`src/design/assert_macros.svh`:
```
// Assertion macros for the RTL files; the core top level includes them.
// No dependencies; include by bare file name.
`ifndef ASSERT_MACROS_SVH
`define ASSERT_MACROS_SVH

// Clocked assertion, disabled while reset is asserted (active low).
`define ASSERT_CLK(label, clk, rst_n, prop, msg) \
    label: assert property (@(posedge clk) disable iff (!rst_n) prop) else $error(msg);

`endif

```
`src/design/sha_cx_pkg.sv`:
```
// Package for the counter-mode SHA-256 core: constants, types, round function.
// Used by every module of the core; no dependencies.
`timescale 1ns / 1ps
`default_nettype none
package sha_cx_pkg;

    localparam int LANES     = 8;
    localparam int MAX_LANES = 8;
    localparam int NUM_LANES = (LANES < 1) ? 1 : ((LANES > MAX_LANES) ? MAX_LANES : LANES);
    localparam int LANE_W    = 3;
    localparam logic [LANE_W-1:0] LAST_LANE = LANE_W'(NUM_LANES - 1);
    localparam int ROUNDS    = 64;
    localparam int QDEPTH    = 2;

    localparam logic [31:0] MSG_LEN_BITS = 32'(41 * 8);
    localparam logic [7:0]  PAD_BYTE     = 8'h80;

    typedef enum logic [2:0] {
        REG_SEED_0   = 3'd0,
        REG_SEED_1   = 3'd1,
        REG_SEED_2   = 3'd2,
        REG_SEED_3   = 3'd3,
        REG_DOMAIN   = 3'd4
    } t_reg_idx;

    typedef logic [0:7][31:0]  t_hash;
    typedef logic [0:15][31:0] t_window;

    typedef struct packed {
        logic [LANE_W-1:0] lane;
        logic              last;
    } t_lane_tag;

    typedef struct packed {
        t_hash     s;
        t_window   w;
        t_lane_tag tag;
    } t_stage;

    localparam t_hash IV = {
        32'h6a09e667, 32'hbb67ae85, 32'h3c6ef372, 32'ha54ff53a,
        32'h510e527f, 32'h9b05688c, 32'h1f83d9ab, 32'h5be0cd19
    };

    function automatic logic [31:0] round_k(input logic [5:0] t);
        logic [31:0] k;
        case (t)
            6'd0:  k = 32'h428A2F98;  6'd1:  k = 32'h71374491;
            6'd2:  k = 32'hB5C0FBCF;  6'd3:  k = 32'hE9B5DBA5;
            6'd4:  k = 32'h3956C25B;  6'd5:  k = 32'h59F111F1;
            6'd6:  k = 32'h923F82A4;  6'd7:  k = 32'hAB1C5ED5;
            6'd8:  k = 32'hD807AA98;  6'd9:  k = 32'h12835B01;
            6'd10: k = 32'h243185BE;  6'd11: k = 32'h550C7DC3;
            6'd12: k = 32'h72BE5D74;  6'd13: k = 32'h80DEB1FE;
            6'd14: k = 32'h9BDC06A7;  6'd15: k = 32'hC19BF174;
            6'd16: k = 32'hE49B69C1;  6'd17: k = 32'hEFBE4786;
            6'd18: k = 32'h0FC19DC6;  6'd19: k = 32'h240CA1CC;
            6'd20: k = 32'h2DE92C6F;  6'd21: k = 32'h4A7484AA;
            6'd22: k = 32'h5CB0A9DC;  6'd23: k = 32'h76F988DA;
            6'd24: k = 32'h983E5152;  6'd25: k = 32'hA831C66D;
            6'd26: k = 32'hB00327C8;  6'd27: k = 32'hBF597FC7;
            6'd28: k = 32'hC6E00BF3;  6'd29: k = 32'hD5A79147;
            6'd30: k = 32'h06CA6351;  6'd31: k = 32'h14292967;
            6'd32: k = 32'h27B70A85;  6'd33: k = 32'h2E1B2138;
            6'd34: k = 32'h4D2C6DFC;  6'd35: k = 32'h53380D13;
            6'd36: k = 32'h650A7354;  6'd37: k = 32'h766A0ABB;
            6'd38: k = 32'h81C2C92E;  6'd39: k = 32'h92722C85;
            6'd40: k = 32'hA2BFE8A1;  6'd41: k = 32'hA81A664B;
            6'd42: k = 32'hC24B8B70;  6'd43: k = 32'hC76C51A3;
            6'd44: k = 32'hD192E819;  6'd45: k = 32'hD6990624;
            6'd46: k = 32'hF40E3585;  6'd47: k = 32'h106AA070;
            6'd48: k = 32'h19A4C116;  6'd49: k = 32'h1E376C08;
            6'd50: k = 32'h2748774C;  6'd51: k = 32'h34B0BCB5;
            6'd52: k = 32'h391C0CB3;  6'd53: k = 32'h4ED8AA4A;
            6'd54: k = 32'h5B9CCA4F;  6'd55: k = 32'h682E6FF3;
            6'd56: k = 32'h748F82EE;  6'd57: k = 32'h78A5636F;
            6'd58: k = 32'h84C87814;  6'd59: k = 32'h8CC70208;
            6'd60: k = 32'h90BEFFFA;  6'd61: k = 32'hA4506CEB;
            6'd62: k = 32'hBEF9A3F7;  6'd63: k = 32'hC67178F2;
            default: k = 32'h0;
        endcase
        return k;
    endfunction

    function automatic logic [31:0] rotr(input logic [31:0] x, input int n);
        return (x >> n) | (x << (32 - n));
    endfunction

    // One compression round plus one step of the rolling schedule window.
    function automatic t_stage sha_round(input t_stage d, input logic [5:0] t);
        t_stage      q;
        logic [31:0] a, e, big0, big1, ch, maj, t1, t2, x, y, s0, s1;
        a    = d.s[0];
        e    = d.s[4];
        big1 = rotr(e, 6) ^ rotr(e, 11) ^ rotr(e, 25);
        ch   = (e & d.s[5]) ^ (~e & d.s[6]);
        t1   = d.s[7] + big1 + ch + round_k(t) + d.w[0];
        big0 = rotr(a, 2) ^ rotr(a, 13) ^ rotr(a, 22);
        maj  = (a & d.s[1]) | (a & d.s[2]) | (d.s[1] & d.s[2]);
        t2   = big0 + maj;
        x    = d.w[1];
        y    = d.w[14];
        s0   = rotr(x, 7) ^ rotr(x, 18) ^ (x >> 3);
        s1   = rotr(y, 17) ^ rotr(y, 19) ^ (y >> 10);
        q.tag  = d.tag;
        q.s[0] = t1 + t2;
        q.s[1] = d.s[0];
        q.s[2] = d.s[1];
        q.s[3] = d.s[2];
        q.s[4] = d.s[3] + t1;
        q.s[5] = d.s[4];
        q.s[6] = d.s[5];
        q.s[7] = d.s[6];
        for (int i = 0; i < 15; i++) begin
            q.w[i] = d.w[i+1];
        end
        q.w[15] = s1 + d.w[9] + s0 + d.w[0];
        return q;
    endfunction

endpackage
`default_nettype wire

```
`src/design/sha_cx_front.sv`:
```
// Front end: accepts start commands and queues their first counters.
// Depends on sha_cx_pkg.
`timescale 1ns / 1ps
`default_nettype none
module sha_cx_front (
    input  wire logic        i_clk,
    input  wire logic        i_rst_n,
    input  wire logic        i_start,
    input  wire logic [63:0] i_first_counter,
    output logic             o_busy,
    input  wire logic        i_pop,
    output logic             o_head_vld,
    output logic [63:0]      o_head
);
    import sha_cx_pkg::*;

    logic [63:0] r_q [QDEPTH];
    logic        r_wr, r_rd;
    logic [1:0]  r_cnt;
    logic        push;

    assign o_busy     = (r_cnt == 2'(QDEPTH));
    assign push       = i_start && !o_busy;
    assign o_head_vld = (r_cnt != 2'd0);
    assign o_head     = r_q[r_rd];

    always_ff @(posedge i_clk) begin
        if (!i_rst_n) begin
            r_wr  <= 1'b0;
            r_rd  <= 1'b0;
            r_cnt <= 2'd0;
        end else begin
            if (push) r_wr <= ~r_wr;
            if (i_pop) r_rd <= ~r_rd;
            r_cnt <= r_cnt + 2'(push) - 2'(i_pop);
        end
    end

    always_ff @(posedge i_clk) begin
        if (push) r_q[r_wr] <= i_first_counter;
    end

endmodule
`default_nettype wire

```
`config.mk`:
```
export PLATFORM = sky130hd
export DESIGN_NAME = sha_cx_front
export DESIGN_NICKNAME = d
export VERILOG_FILES = /design/src/design/assert_macros.svh /design/src/design/sha_cx_pkg.sv /design/src/design/sha_cx_front.sv
export SDC_FILE = /design/constraint.sdc
export NUM_CORES = 1
export LEC_CHECK = 0
export BUFFER_PORTS_ARGS = -buffer_cell sky130_fd_sc_hd__buf_2
export CAP_MARGIN = 25
export CORE_MARGIN = 1.5
export CORE_UTILIZATION = 52
export CTS_BUF_LIST = sky130_fd_sc_hd__clkbuf_8 sky130_fd_sc_hd__clkbuf_16
export CTS_CLUSTER_DIAMETER = 150
export DETAILED_ROUTE_END_ITERATION = 12
export GPL_TIMING_DRIVEN = 0
export PLACE_DENSITY = 0.79
export SLEW_MARGIN = 25
export SYNTH_ARGS = -nofsm -noshare
export SYNTH_HDL_FRONTEND = slang
export SYNTH_SLANG_ARGS = --single-unit
```
`constraint.sdc`:
```
create_clock -name i_clk -period 5.3 [get_ports i_clk]
set_input_delay 0.795 -clock i_clk [delete_from_list [all_inputs] [get_ports i_clk]]
set_output_delay 0.795 -clock i_clk [all_outputs]
set_load 0.01 [all_outputs]
```
* Word-level counts from Yosys, hierarchy flattened
Memory sizes are Yosys's and may differ from the RTL's. A register that Yosys moved wholly into a read port is not among the register bits. Index checks and enable logic that the tools add are counted.
Word-level totals: bits in registers 4, RAM bits 128, input port bits 68, output and inout port bits 66, logic and storage cells 16, memories kept 1
Memory list:
- r_q | depth 2, bits a word 64, rd ports 1, clocked after memory_dff 1, wr ports 1, RTL line sha_cx_front.sv:17 | logic [63:0] r_q [QDEPTH];
Cells by class: add/subtract/negate cells 2, equal/unequal tests 1, multiplexer cells 4, bitwise operators 2, reduce and logical (&&, ||, !) cells 3
Operators by type and width (count):
- $mux W1 | 4
- $add A2 B1 Y2 | 1
- $eq A2 B2 Y1 const B | 1
- $not A1 Y1 | 2
- $reduce_bool A2 Y1 | 1
- $sub A2 B1 Y2 | 1
- $logic_and A1 B1 Y1 | 1
- $logic_not A1 Y1 | 1

* Logic depth before layout (Yosys ltp)
depth after elaboration 5, depth in mapped cells 8, gate-level depth less buffers 8

* Worst setup path before layout
Ideal clock, no wire load.
kind input -> register, start input port i_start, end memory r_q[0][0], enable pin, library setup time 486 ps, arrival time 3564 ps, setup slack 1249 ps, stages on the path 2, path through nand2_1 > nor2_1
Between the ends: longest elaborated chain between the ends 3
RTL lines:
- from (decl) | RTL line sha_cx_front.sv:8 | input wire logic i_start,
- $logic_and A1 B1 Y1 | RTL line sha_cx_front.sv:23 | assign push = i_start && !o_busy;
- $mux W1 | RTL line sha_cx_front.sv:40 | if (push) r_q[r_wr] <= i_first_counter;
- $mux W1 (not written as such) | RTL line sha_cx_front.sv:40
- to (decl) | RTL line sha_cx_front.sv:17
No other way between the ends.

==> impl_metrics.tcl <==
set metrics [dict create \
    status "complete, no violations" \
    critPathKind "flop to output port" \
    syn_area_um2 5150 \
    layout_commonest_cell "buf_2" \
    die-area_um2 10500 \
    cts_buffers 17 \
    crit_fanout 10 \
    maxSlewHeadroom_pct 73.3 \
    post_cts_buffers 0 \
    yosys-top-cells-area "edfxtp_1 75%, mux2_4 18%, buf_12 2.3%" \
    grt_pass1_wl_um 11800 \
    cts_resized 0 \
    ys_ff_latch 133 \
    dieWidth_um 102 \
    antenna_found_initial 0 \
    cts_tree "done" \
    syn_to_final_growth_pct 29.7 \
    postCtsHoldBufs 0 \
    wirelength_um 8380 \
    crit_chain "buf_6 > buf_12 > mux2_4 > buf_2" \
    drc 0 \
    dr_wl_met3_um 507 \
    clock_latency_ps 510 \
    ys_seq_area_share_pct 76.6 \
    grt_usage_pct 15.9 \
    finish.utilization_pct 68.9 \
    drt-met1-wl_um 3390 \
    initial_core_util_pct 53.2 \
    num_antenna_cells 0 \
    avgSynthCellArea_um2 23.0 \
    fin_crit_ps 2450 \
    crit_path_max_incr_delay_ps 320 \
    grt_pass1_vias 2488 \
    p_leak_nw 2.69 \
    synth_top_area_share_pct 74.7 \
    wl_met2_um 4420 \
    worst_pin_slew_ps 400 \
    routedWlPerCell_um 16.0 \
    crit_family "buffers and inverters" \
    pin_count 134 \
    die_h_um 102 \
    port_buffers 133 \
    fin_ws_ps 2850 \
    synth_top_area_cell "edfxtp_1" \
    place_congestion 0.675 \
    rows 36 \
    finClkSkew_ps 5.15 \
    vias_per_cell 4.78 \
    drive_above_1_share_pct 60.2 \
    most-common-layout-cells "133 x buf_2, 128 x edfxtp_1, 60 x mux2_4" \
    powerDensity_nw_per_um2 459 \
    cp_slowest_cell "dfxtp_1" \
    cp-end-kind "output port" \
    dr.pass1.iters 4 \
    root_buffer "clkbuf_8" \
    drt_iter0_markers 77 \
    path_clk_slew_ps 60 \
    maxSlewViolCount 0 \
    worstHoldPathType "input port to flop" \
    postRouteAntennaNets 0 \
    hpwl_um 5720 \
    place_ws_ps 3170 \
    period_share_pct 46.2 \
    fin_nets 450 \
    synth_fp_nets 294 \
    required_ps 4510 \
    fmax_ghz 0.408 \
    cts_buffer_depth 2 \
    vias 2511 \
    core_um2 9680 \
    cap_violations 0 \
    gr-total-overflow 0 \
    rsz0062_at_grt "false" \
    fillers 642 \
    irDropWorstVdd_v 0.000348 \
    grt_max_degree 40 \
    cp_num_buf_inv 3 \
    arrival_ps 1660 \
    clock-sinks 133 \
    ys_warn_count 0 \
    highest_layer "met4" \
    syn_inst 224 \
    synth_cell_type_count 17 \
    fin_total_pwr_w 0.00306 \
    start_kind "flop" \
    finalSetupViolations 0 \
    hold_violations 0 \
    htree_levels 4 \
]
[routing by layer]
layer | vias up | track usage [%]
met2 | 91 | 26.4
li1 | 1199 | -
met4 | 0 | 8.32
met3 | 6 | 6.85
met1 | 1215 | 17.3
met5 | - | 0
[stage by stage]
step	instance area (um^2)	cells	hold slack [ps]	TNS (ps)
floorplan	5150	224	455	0
global placement	5980	490	465	-20210
detailed placement	6090	494	513	0
CTS	6680	525	446	0
global route	6680	525	435	0
finish	6680	525	471	0
[sequential cells by signal, summed over array words and instances (netlist names), named ones only]
| register | count |
|---|---|
| r_q | 128 |
| r_wr | 1 |
| r_rd | 1 |
| r_cnt | 2 |
[worst paths after layout]
| kind | slack [ps] | from | end | cells past startpoint |
|---|---|---|---|---|
| max reg2reg | 3540 | r_cnt[0]$_SDFF_PN0_ | r_q[0][12]$_DFFE_PP_ | 5 |
| max | 2850 | flop | o_head[34] | 4 |
| min reg2reg | 520 | r_rd$_SDFFE_PN0P_ | flop | 2 |
| min | 470 | i_first_counter[13] | r_q[0][13]$_DFFE_PP_ | 1 |
[Yosys cell counts (all sizes together)]
master	number
buf	7
xor2	1
inv	3
nand2	2
mux2i	1
or2	1
and2	1
ha	2
mux2	64
and3	1
nor2	4
edfxtp	128
nand2b	2
dfxtp	5
xnor2	2
[power by group]
group | internal, W | switching (W) | leakage (nW)
Sequential | 0.00133 | 0.0000412 | 1.24
Combinational | 0.000289 | 0.000264 | 1.17
Clock | 0.000747 | 0.000389 | 0.282
[logic make-up after synthesis]
family / after synthesis / share of synthesized area, %
XOR/XNOR: 3 / 0.511
flip-flops: 133 / 76.6
buffers and inverters: 10 / 2.77
AND/OR/NAND/NOR: 11 / 1.05
multiplexers: 65 / 18.6
adder cells (fa/ha/maj): 2 / 0.486
[cell type report]
class	count	area [um^2]	area share, %
plain buffers	7	131	1.97
clock buffers	17	414	6.20
clock inverters	14	168	2.51
inverters	3	11.3	0.169
multi-input cells	81	1070	16.1
flip-flops and latches	133	3940	59.1
well taps	133	166	2.49
repair buffers	137	768	11.5
(Power assumes the default switching activity.)
