File: src/design/assert_macros.svh
// Assertion macros for the RTL files; the core top level includes them.
// No dependencies; include by bare file name.
`ifndef ASSERT_MACROS_SVH
`define ASSERT_MACROS_SVH

// Clocked assertion, disabled while reset is asserted (active low).
`define ASSERT_CLK(label, clk, rst_n, prop, msg) \
    label: assert property (@(posedge clk) disable iff (!rst_n) prop) else $error(msg);

`endif

File: src/design/sha_cx_pkg.sv
// Package for the counter-mode SHA-256 core: constants, types, round function.
// Used by every module of the core; no dependencies.
`timescale 1ns / 1ps
`default_nettype none
package sha_cx_pkg;

    localparam int LANES     = 8;
    localparam int MAX_LANES = 8;
    localparam int NUM_LANES = (LANES < 1) ? 1 : ((LANES > MAX_LANES) ? MAX_LANES : LANES);
    localparam int LANE_W    = 3;
    localparam logic [LANE_W-1:0] LAST_LANE = LANE_W'(NUM_LANES - 1);
    localparam int ROUNDS    = 64;
    localparam int QDEPTH    = 2;

    localparam logic [31:0] MSG_LEN_BITS = 32'(41 * 8);
    localparam logic [7:0]  PAD_BYTE     = 8'h80;

    typedef enum logic [2:0] {
        REG_SEED_0   = 3'd0,
        REG_SEED_1   = 3'd1,
        REG_SEED_2   = 3'd2,
        REG_SEED_3   = 3'd3,
        REG_DOMAIN   = 3'd4
    } t_reg_idx;

    typedef logic [0:7][31:0]  t_hash;
    typedef logic [0:15][31:0] t_window;

    typedef struct packed {
        logic [LANE_W-1:0] lane;
        logic              last;
    } t_lane_tag;

    typedef struct packed {
        t_hash     s;
        t_window   w;
        t_lane_tag tag;
    } t_stage;

    localparam t_hash IV = {
        32'h6a09e667, 32'hbb67ae85, 32'h3c6ef372, 32'ha54ff53a,
        32'h510e527f, 32'h9b05688c, 32'h1f83d9ab, 32'h5be0cd19
    };

    function automatic logic [31:0] round_k(input logic [5:0] t);
        logic [31:0] k;
        case (t)
            6'd0:  k = 32'h428A2F98;  6'd1:  k = 32'h71374491;
            6'd2:  k = 32'hB5C0FBCF;  6'd3:  k = 32'hE9B5DBA5;
            6'd4:  k = 32'h3956C25B;  6'd5:  k = 32'h59F111F1;
            6'd6:  k = 32'h923F82A4;  6'd7:  k = 32'hAB1C5ED5;
            6'd8:  k = 32'hD807AA98;  6'd9:  k = 32'h12835B01;
            6'd10: k = 32'h243185BE;  6'd11: k = 32'h550C7DC3;
            6'd12: k = 32'h72BE5D74;  6'd13: k = 32'h80DEB1FE;
            6'd14: k = 32'h9BDC06A7;  6'd15: k = 32'hC19BF174;
            6'd16: k = 32'hE49B69C1;  6'd17: k = 32'hEFBE4786;
            6'd18: k = 32'h0FC19DC6;  6'd19: k = 32'h240CA1CC;
            6'd20: k = 32'h2DE92C6F;  6'd21: k = 32'h4A7484AA;
            6'd22: k = 32'h5CB0A9DC;  6'd23: k = 32'h76F988DA;
            6'd24: k = 32'h983E5152;  6'd25: k = 32'hA831C66D;
            6'd26: k = 32'hB00327C8;  6'd27: k = 32'hBF597FC7;
            6'd28: k = 32'hC6E00BF3;  6'd29: k = 32'hD5A79147;
            6'd30: k = 32'h06CA6351;  6'd31: k = 32'h14292967;
            6'd32: k = 32'h27B70A85;  6'd33: k = 32'h2E1B2138;
            6'd34: k = 32'h4D2C6DFC;  6'd35: k = 32'h53380D13;
            6'd36: k = 32'h650A7354;  6'd37: k = 32'h766A0ABB;
            6'd38: k = 32'h81C2C92E;  6'd39: k = 32'h92722C85;
            6'd40: k = 32'hA2BFE8A1;  6'd41: k = 32'hA81A664B;
            6'd42: k = 32'hC24B8B70;  6'd43: k = 32'hC76C51A3;
            6'd44: k = 32'hD192E819;  6'd45: k = 32'hD6990624;
            6'd46: k = 32'hF40E3585;  6'd47: k = 32'h106AA070;
            6'd48: k = 32'h19A4C116;  6'd49: k = 32'h1E376C08;
            6'd50: k = 32'h2748774C;  6'd51: k = 32'h34B0BCB5;
            6'd52: k = 32'h391C0CB3;  6'd53: k = 32'h4ED8AA4A;
            6'd54: k = 32'h5B9CCA4F;  6'd55: k = 32'h682E6FF3;
            6'd56: k = 32'h748F82EE;  6'd57: k = 32'h78A5636F;
            6'd58: k = 32'h84C87814;  6'd59: k = 32'h8CC70208;
            6'd60: k = 32'h90BEFFFA;  6'd61: k = 32'hA4506CEB;
            6'd62: k = 32'hBEF9A3F7;  6'd63: k = 32'hC67178F2;
            default: k = 32'h0;
        endcase
        return k;
    endfunction

    function automatic logic [31:0] rotr(input logic [31:0] x, input int n);
        return (x >> n) | (x << (32 - n));
    endfunction

    // One compression round plus one step of the rolling schedule window.
    function automatic t_stage sha_round(input t_stage d, input logic [5:0] t);
        t_stage      q;
        logic [31:0] a, e, big0, big1, ch, maj, t1, t2, x, y, s0, s1;
        a    = d.s[0];
        e    = d.s[4];
        big1 = rotr(e, 6) ^ rotr(e, 11) ^ rotr(e, 25);
        ch   = (e & d.s[5]) ^ (~e & d.s[6]);
        t1   = d.s[7] + big1 + ch + round_k(t) + d.w[0];
        big0 = rotr(a, 2) ^ rotr(a, 13) ^ rotr(a, 22);
        maj  = (a & d.s[1]) | (a & d.s[2]) | (d.s[1] & d.s[2]);
        t2   = big0 + maj;
        x    = d.w[1];
        y    = d.w[14];
        s0   = rotr(x, 7) ^ rotr(x, 18) ^ (x >> 3);
        s1   = rotr(y, 17) ^ rotr(y, 19) ^ (y >> 10);
        q.tag  = d.tag;
        q.s[0] = t1 + t2;
        q.s[1] = d.s[0];
        q.s[2] = d.s[1];
        q.s[3] = d.s[2];
        q.s[4] = d.s[3] + t1;
        q.s[5] = d.s[4];
        q.s[6] = d.s[5];
        q.s[7] = d.s[6];
        for (int i = 0; i < 15; i++) begin
            q.w[i] = d.w[i+1];
        end
        q.w[15] = s1 + d.w[9] + s0 + d.w[0];
        return q;
    endfunction

endpackage
`default_nettype wire

File: src/design/sha_cx_issue.sv
// Lane sequencer: pops one counter and, while it is active, issues one message block per cycle.
// Depends on sha_cx_pkg.
`timescale 1ns / 1ps
`default_nettype none
module sha_cx_issue (
    input  wire logic        i_clk,
    input  wire logic        i_rst_n,
    input  wire logic        i_head_vld,
    input  wire logic [63:0] i_head,
    output logic             o_pop,
    input  wire logic [63:0] i_seed0,
    input  wire logic [63:0] i_seed1,
    input  wire logic [63:0] i_seed2,
    input  wire logic [63:0] i_seed3,
    input  wire logic [7:0]  i_domain,
    output logic             o_vld,
    output sha_cx_pkg::t_stage o_stg
);
    import sha_cx_pkg::*;

    logic              r_act;
    logic [63:0]       r_ctr;
    logic [LANE_W-1:0] r_lane;
    logic              lane_end;

    assign lane_end = (r_lane == LAST_LANE);
    assign o_pop    = i_head_vld && (!r_act || lane_end);

    always_ff @(posedge i_clk) begin
        if (!i_rst_n) begin
            r_act <= 1'b0;
        end else if (o_pop) begin
            r_act <= 1'b1;
        end else if (lane_end) begin
            r_act <= 1'b0;
        end
    end

    always_ff @(posedge i_clk) begin
        if (o_pop) begin
            r_ctr  <= i_head;
            r_lane <= '0;
        end else begin
            r_ctr  <= r_ctr + 64'd1;
            r_lane <= r_lane + LANE_W'(1);
        end
    end

    // Build the padded block: seed, domain, counter little-endian, pad, length.
    always_comb begin
        o_vld        = r_act;
        o_stg.s      = IV;
        o_stg.w[0]   = i_seed0[63:32];
        o_stg.w[1]   = i_seed0[31:0];
        o_stg.w[2]   = i_seed1[63:32];
        o_stg.w[3]   = i_seed1[31:0];
        o_stg.w[4]   = i_seed2[63:32];
        o_stg.w[5]   = i_seed2[31:0];
        o_stg.w[6]   = i_seed3[63:32];
        o_stg.w[7]   = i_seed3[31:0];
        o_stg.w[8]   = {i_domain, r_ctr[7:0], r_ctr[15:8], r_ctr[23:16]};
        o_stg.w[9]   = {r_ctr[31:24], r_ctr[39:32], r_ctr[47:40], r_ctr[55:48]};
        o_stg.w[10]  = {r_ctr[63:56], PAD_BYTE, 16'h0000};
        o_stg.w[11]  = 32'h0;
        o_stg.w[12]  = 32'h0;
        o_stg.w[13]  = 32'h0;
        o_stg.w[14]  = 32'h0;
        o_stg.w[15]  = MSG_LEN_BITS;
        o_stg.tag.lane = r_lane;
        o_stg.tag.last = lane_end;
    end

endmodule
`default_nettype wire

File: config.mk
export PLATFORM = sky130hd
export DESIGN_NAME = sha_cx_issue
export DESIGN_NICKNAME = d
export VERILOG_FILES = /design/src/design/assert_macros.svh /design/src/design/sha_cx_pkg.sv /design/src/design/sha_cx_issue.sv
export SDC_FILE = /design/constraint.sdc
export NUM_CORES = 1
export LEC_CHECK = 0
export CORE_AREA = 4 4 427 429
export DETAILED_ROUTE_END_ITERATION = 8
export DIE_AREA = 0 0 431 433
export DONT_BUFFER_PORTS = 1
export GPL_ROUTABILITY_DRIVEN = 0
export HOLD_SLACK_MARGIN = 0.02
export PLACE_DENSITY = 0.3
export SYNTH_ARGS = -nofsm -noshare
export SYNTH_HDL_FRONTEND = slang
export SYNTH_SLANG_ARGS = --single-unit
export TNS_END_PERCENT = 5
File: constraint.sdc
create_clock -name i_clk -period 2.6 [get_ports i_clk]
set_input_delay 0.13 -clock i_clk [delete_from_list [all_inputs] [get_ports i_clk]]
set_output_delay 0.13 -clock i_clk [all_outputs]
set_load 0.01 [all_outputs]
---- Word level (Yosys, flattened, before mapping) ----
Index checks and enable logic that the tools add are counted.
operators by class
  add/sub/neg operators ................... 2
  eq/ne operators ......................... 1
  multiplexer cells ....................... 3
  reductions and logical operators ........ 4
operators with widths
  cell                     count
  $add A64 B1 Y64 const B  1
  $mux W64                 1
  $add A3 B1 Y3 const B    1
  $eq A3 B3 Y1 const B     1
  $mux W1                  2
  $reduce_bool A2 Y1       1
  $logic_and A1 B1 Y1      1
  $logic_not A1 Y1         1
  $logic_or A1 B1 Y1       1
storage, ports and cells
  flip-flop bits (word level) ............. 68
  input bits .............................. 331
  output and inout port bits .............. 774
  word-level logic and storage cells ...... 13

---- Longest topological paths before layout ----
  word-level depth ........................ 4
  depth in mapped cells ................... 10
  gate-level depth less buffers ........... 7

---- Least setup slack after synthesis ----
Ideal clock, no wire load.
  path kind ............................... register to register
  from .................................... register r_ctr[5]
  to ...................................... register r_ctr[57]
  setup time .............................. 0.074 ns
  arrival time ............................ 1.961 ns
  path slack .............................. 0.565 ns
  cell stages (with the launch flop) ...... 7
  clock period less this slack ............ 2.035 ns
  cell sequence ........................... dfxtp_1 nand4_1 nor4_4 nand3_2 buf_2 or4_1 a31oi_1
on the way
  word-level cells in the longest chain between the ends .. 2
RTL lines
  what                      RTL line            text
  start: declaration        sha_cx_issue.sv:22  logic [63:0] r_ctr;
  start signal: assignment  sha_cx_issue.sv:41  r_ctr <= i_head;
  start signal: assignment  sha_cx_issue.sv:44  r_ctr <= r_ctr + 64'd1;
  $add A64 B1 Y64           sha_cx_issue.sv:44
  $mux W64                  sha_cx_issue.sv:40  if (o_pop) begin
Every way passes these cells.
A chain may end at the register's enable or synchronous reset.

---- Worst setup path after layout ----
  from .................................... register r_ctr[1]
  to ...................................... register r_ctr[28]
The elaborated chain is that of the path after synthesis.

==> flow_metrics.py <==
metrics = {
    "clock_tree": {
        "cts_buffers": 9,
        "insertion_delay_ns": 0.40,
        "htree_num_levels": 3,
        "cts.sinks": 68,
        "cts_tree": "yes",
        "root_buffer": "clkbuf_16",
        "cts.clk_slew.worst_paths_ns": 0.08,
        "clock_path_buffers": 2,
        "cts_setup_buffers": 0,
    },
    "critical_path": {
        "crit_path_start": "r_ctr[1]$_DFF_P_",
        "required_ns": 2.91,
        "arrival_ns": 2.79,
        "r2r-start": "r_ctr[1]$_DFF_P_",
        "timing.critical_path.slowest_stage_cell": "or3_1",
        "worst-setup-path-type": "reg2reg",
        "cp_max_fo": 7,
        "cpLargestDelayFamily": "simple AND/OR/NAND/NOR gates",
        "end_kind": "flip-flop",
        "crit_buf_inv": 2,
        "path_cells": "ha_1 > nand2_1 > buf_4 > nor2_1 > buf_12 > nand3_1 > or3_1 > a31oi_1",
        "slowest_delay_ns": 0.47,
        "critPathLaunchType": "flip-flop",
    },
    "cells_and_area": {
        "final_layout_size_suffix_gt1_frac": 0.109,
        "final_common_cell": "conb_1",
        "area_growth_pct": 9.81,
        "design_area_sq_um": 9700,
        "final_cell_mix": "conb_1, buf_4, dfxtp_1",
        "fin_nets": 1349,
        "nFillCells": 21100,
        "fin_cells": 3376,
    },
    "floorplan": {
        "dieWidth_um": 431,
        "die-height_um": 433,
        "io_pins": 1105,
        "start_util": 0.0496,
        "rows": 155,
        "die_area_sq_um": 187000,
        "core_area_sq_um": 178000,
    },
    "detailed_routing": {
        "ant_nets": 0,
        "drc": 0,
        "drt_iter0_markers": 196,
        "vias": 5454,
        "first_pass_iters": 4,
        "finalWirelength_mm": 41.1,
        "vias_per_cell": 1.62,
        "routedWlPerCell_um": 12.2,
    },
    "sta": {
        "fmax_mhz": 402,
        "fin_crit_ns": 2.49,
        "setup_viol": 0,
        "drv_slew": 0,
        "fin_worst_skew_ns": 0.0225,
        "post-route-period-util": 0.956,
        "setup_tns_ns": 0,
        "relSlewSlack": 0.433,
        "final_hold_viol_count": 0,
        "grt_setup_unrepaired": "false",
        "tightest_slew_ns": 0.843,
    },
    "power_and_ir_drop": {
        "switching_share": 0.419,
        "power_density_nw_per_um2": 433,
        "clockPowerShare": 0.320,
        "p_seq_frac": 0.345,
        "p_switching_mw": 1.76,
        "ir_worst_vdd_uv": 332,
        "p_leak_nw": 3.45,
        "p_int_mw": 2.44,
        "p_comb_frac": 0.334,
    },
    "synth": {
        "synth_seq_area_share": 0.154,
        "synthesis.area_sq_um": 8840,
        "synth_area_leaders": "buf_4, dfxtp_1, o21ai_0",
        "synth_top_area_cell": "buf_4",
        "ys_seq_elements": 68,
        "yosys.cell_types.count": 40,
        "synth_top_cell_area_share": 0.599,
        "synthCells": 1145,
        "ys.warnings.count": 0,
        "avgSynthCellArea_sq_um": 7.72,
    },
    "grt": {
        "grt_overflow": 0,
        "gr-usage-all-layers": 0.0403,
        "grt_antenna_before_repair": 4,
        "grt_pass1_vias": 4692,
        "grt_pass1_wl_mm": 48.6,
        "grt_max_degree": 54,
    },
    "placed_design": {
        "dp_cells": 3293,
        "io_buffer_count": 0,
        "placed_cell_area_sq_um": 8730,
        "dp_hpwl_mm": 35.9,
    },
    "run_status": {
        "status": "finished clean",
    },
    "min_path": {
        "hp-start": "i_head_vld",
        "hp-class": "in2reg",
    },
    "flow_run": {
        "cap_violations": 0,
    },
}
## layout make-up
cell class / count / area [sq um] / share of cell area
Multi-Input combinational cell: 785 / 3750 / 0.387
Tap cell: 2355 / 2950 / 0.304
Sequential cell: 68 / 1360 / 0.140
Timing Repair Buffer: 143 / 1310 / 0.135
Clock buffer: 10 / 229 / 0.0236
Clock inverter: 6 / 65.1 / 0.00670
Inverter: 8 / 32.5 / 0.00335
Antenna cell: 1 / 2.50 / 0.000258
## synthesized netlist by cell type
| cell type | number |
|---|---|
| buf_4 | 705 |
| dfxtp_1 | 68 |
| nand2_1 | 56 |
| o21ai_0 | 43 |
| nor2_1 | 39 |
| nand3_1 | 37 |
| a31oi_1 | 24 |
| nand4_1 | 22 |
| xor2_1 | 22 |
| clkbuf_1 | 15 |
| or3_1 | 15 |
| xnor2_1 | 14 |
| or4_1 | 11 |
| o31ai_1 | 10 |
| inv_1 | 8 |
| nor3_1 | 7 |
| and2_1 | 5 |
| and3_1 | 5 |
| nor4_1 | 5 |
| mux2_2 | 4 |
| ha_1 | 3 |
| a21oi_1 | 2 |
| and4_1 | 2 |
| conb_1 | 2 |
| nand3_2 | 2 |
| nand4_2 | 2 |
| nand4_4 | 2 |
| nor4_2 | 2 |
| nor4_4 | 2 |
| buf_2 | 1 |
| buf_6 | 1 |
| nand2b_1 | 1 |
| nor2b_1 | 1 |
| nor3_2 | 1 |
| o211ai_1 | 1 |
| o21a_1 | 1 |
| o21ai_1 | 1 |
| o41ai_1 | 1 |
| or2_2 | 1 |
| or4b_1 | 1 |
## through the flow
step	power, mW	hold WS, ns	setup WS (ns)	util
4_1_cts	4.30	0.198	0.00216	0.0544
3_5_place_dp	2.79	0.248	0.0348	0.0490
6_report	4.20	0.164	0.114	0.0544
5_1_grt	4.47	0.216	0.0406	0.0544
2_1_floorplan	3.12	0.229	0.565	-
3_3_place_gp	2.80	0.247	0.00160	0.0490
## logic make-up after synthesis
| group | after synthesis | synth area share |
|---|---|---|
| buffers and inverters | 730 | 0.611 |
| adders and majority gates | 3 | 0.00425 |
| other | 2 | 0.000850 |
| xor gates and xnor gates | 36 | 0.0357 |
| DFF | 68 | 0.154 |
| and+or+nand+nor | 219 | 0.135 |
| AOI/OAI and AO/OA | 83 | 0.0542 |
| muxes | 4 | 0.00510 |
## registers in the layout, summed over array words and instances, names as in the netlist
signal  cells
o_vld       1
r_ctr      64
r_lane      3
## power by group through the flow
stage / clock (mW) / sequential (mW) / combinational [mW]
CTS: 1.43 / 1.45 / 1.42
floorplan: 0 / 1.56 / 1.56
detailed placement: 0 / 1.48 / 1.32
finish: 1.35 / 1.45 / 1.40
global route: 1.44 / 1.47 / 1.55
global placement: 0 / 1.48 / 1.33
## worst reg2reg max path, stage by stage, from the launching register on
cell and delay (ns):
dfxtp_1 0.33, ha_1 0.28, nand2_1 0.18, buf_4 0.22, nor2_1 0.20, buf_12 0.15
nand3_1 0.40, or3_1 0.49, a31oi_1 0.17
## per-layer routing
metal,track usage,part of all wire,vias up
li1,-,-,2314
met1,0.0357,0.30,2474
met2,0.0591,0.46,537
met3,0.0334,0.18,125
met4,0.0302,0.060,4
met5,0.0112,0.0062,-
## repair_timing
action,in CTS,in global routing
setup endpoints to repair,1,4
hold buffers,66,0
hold endpoints to repair,65,0
gates resized for setup,2,1
## worst paths after layout
check                         end  depth (start not counted)  slack (ns)
max             r_ctr[28]$_DFF_P_                          8        0.11
min             r_ctr[50]$_DFF_P_                          3        0.16
max reg2reg     r_ctr[28]$_DFF_P_                          8        0.11
min reg2reg  r_lane[0]$_SDFF_PP0_                          1        0.50
(Power assumes the default switching activity.)
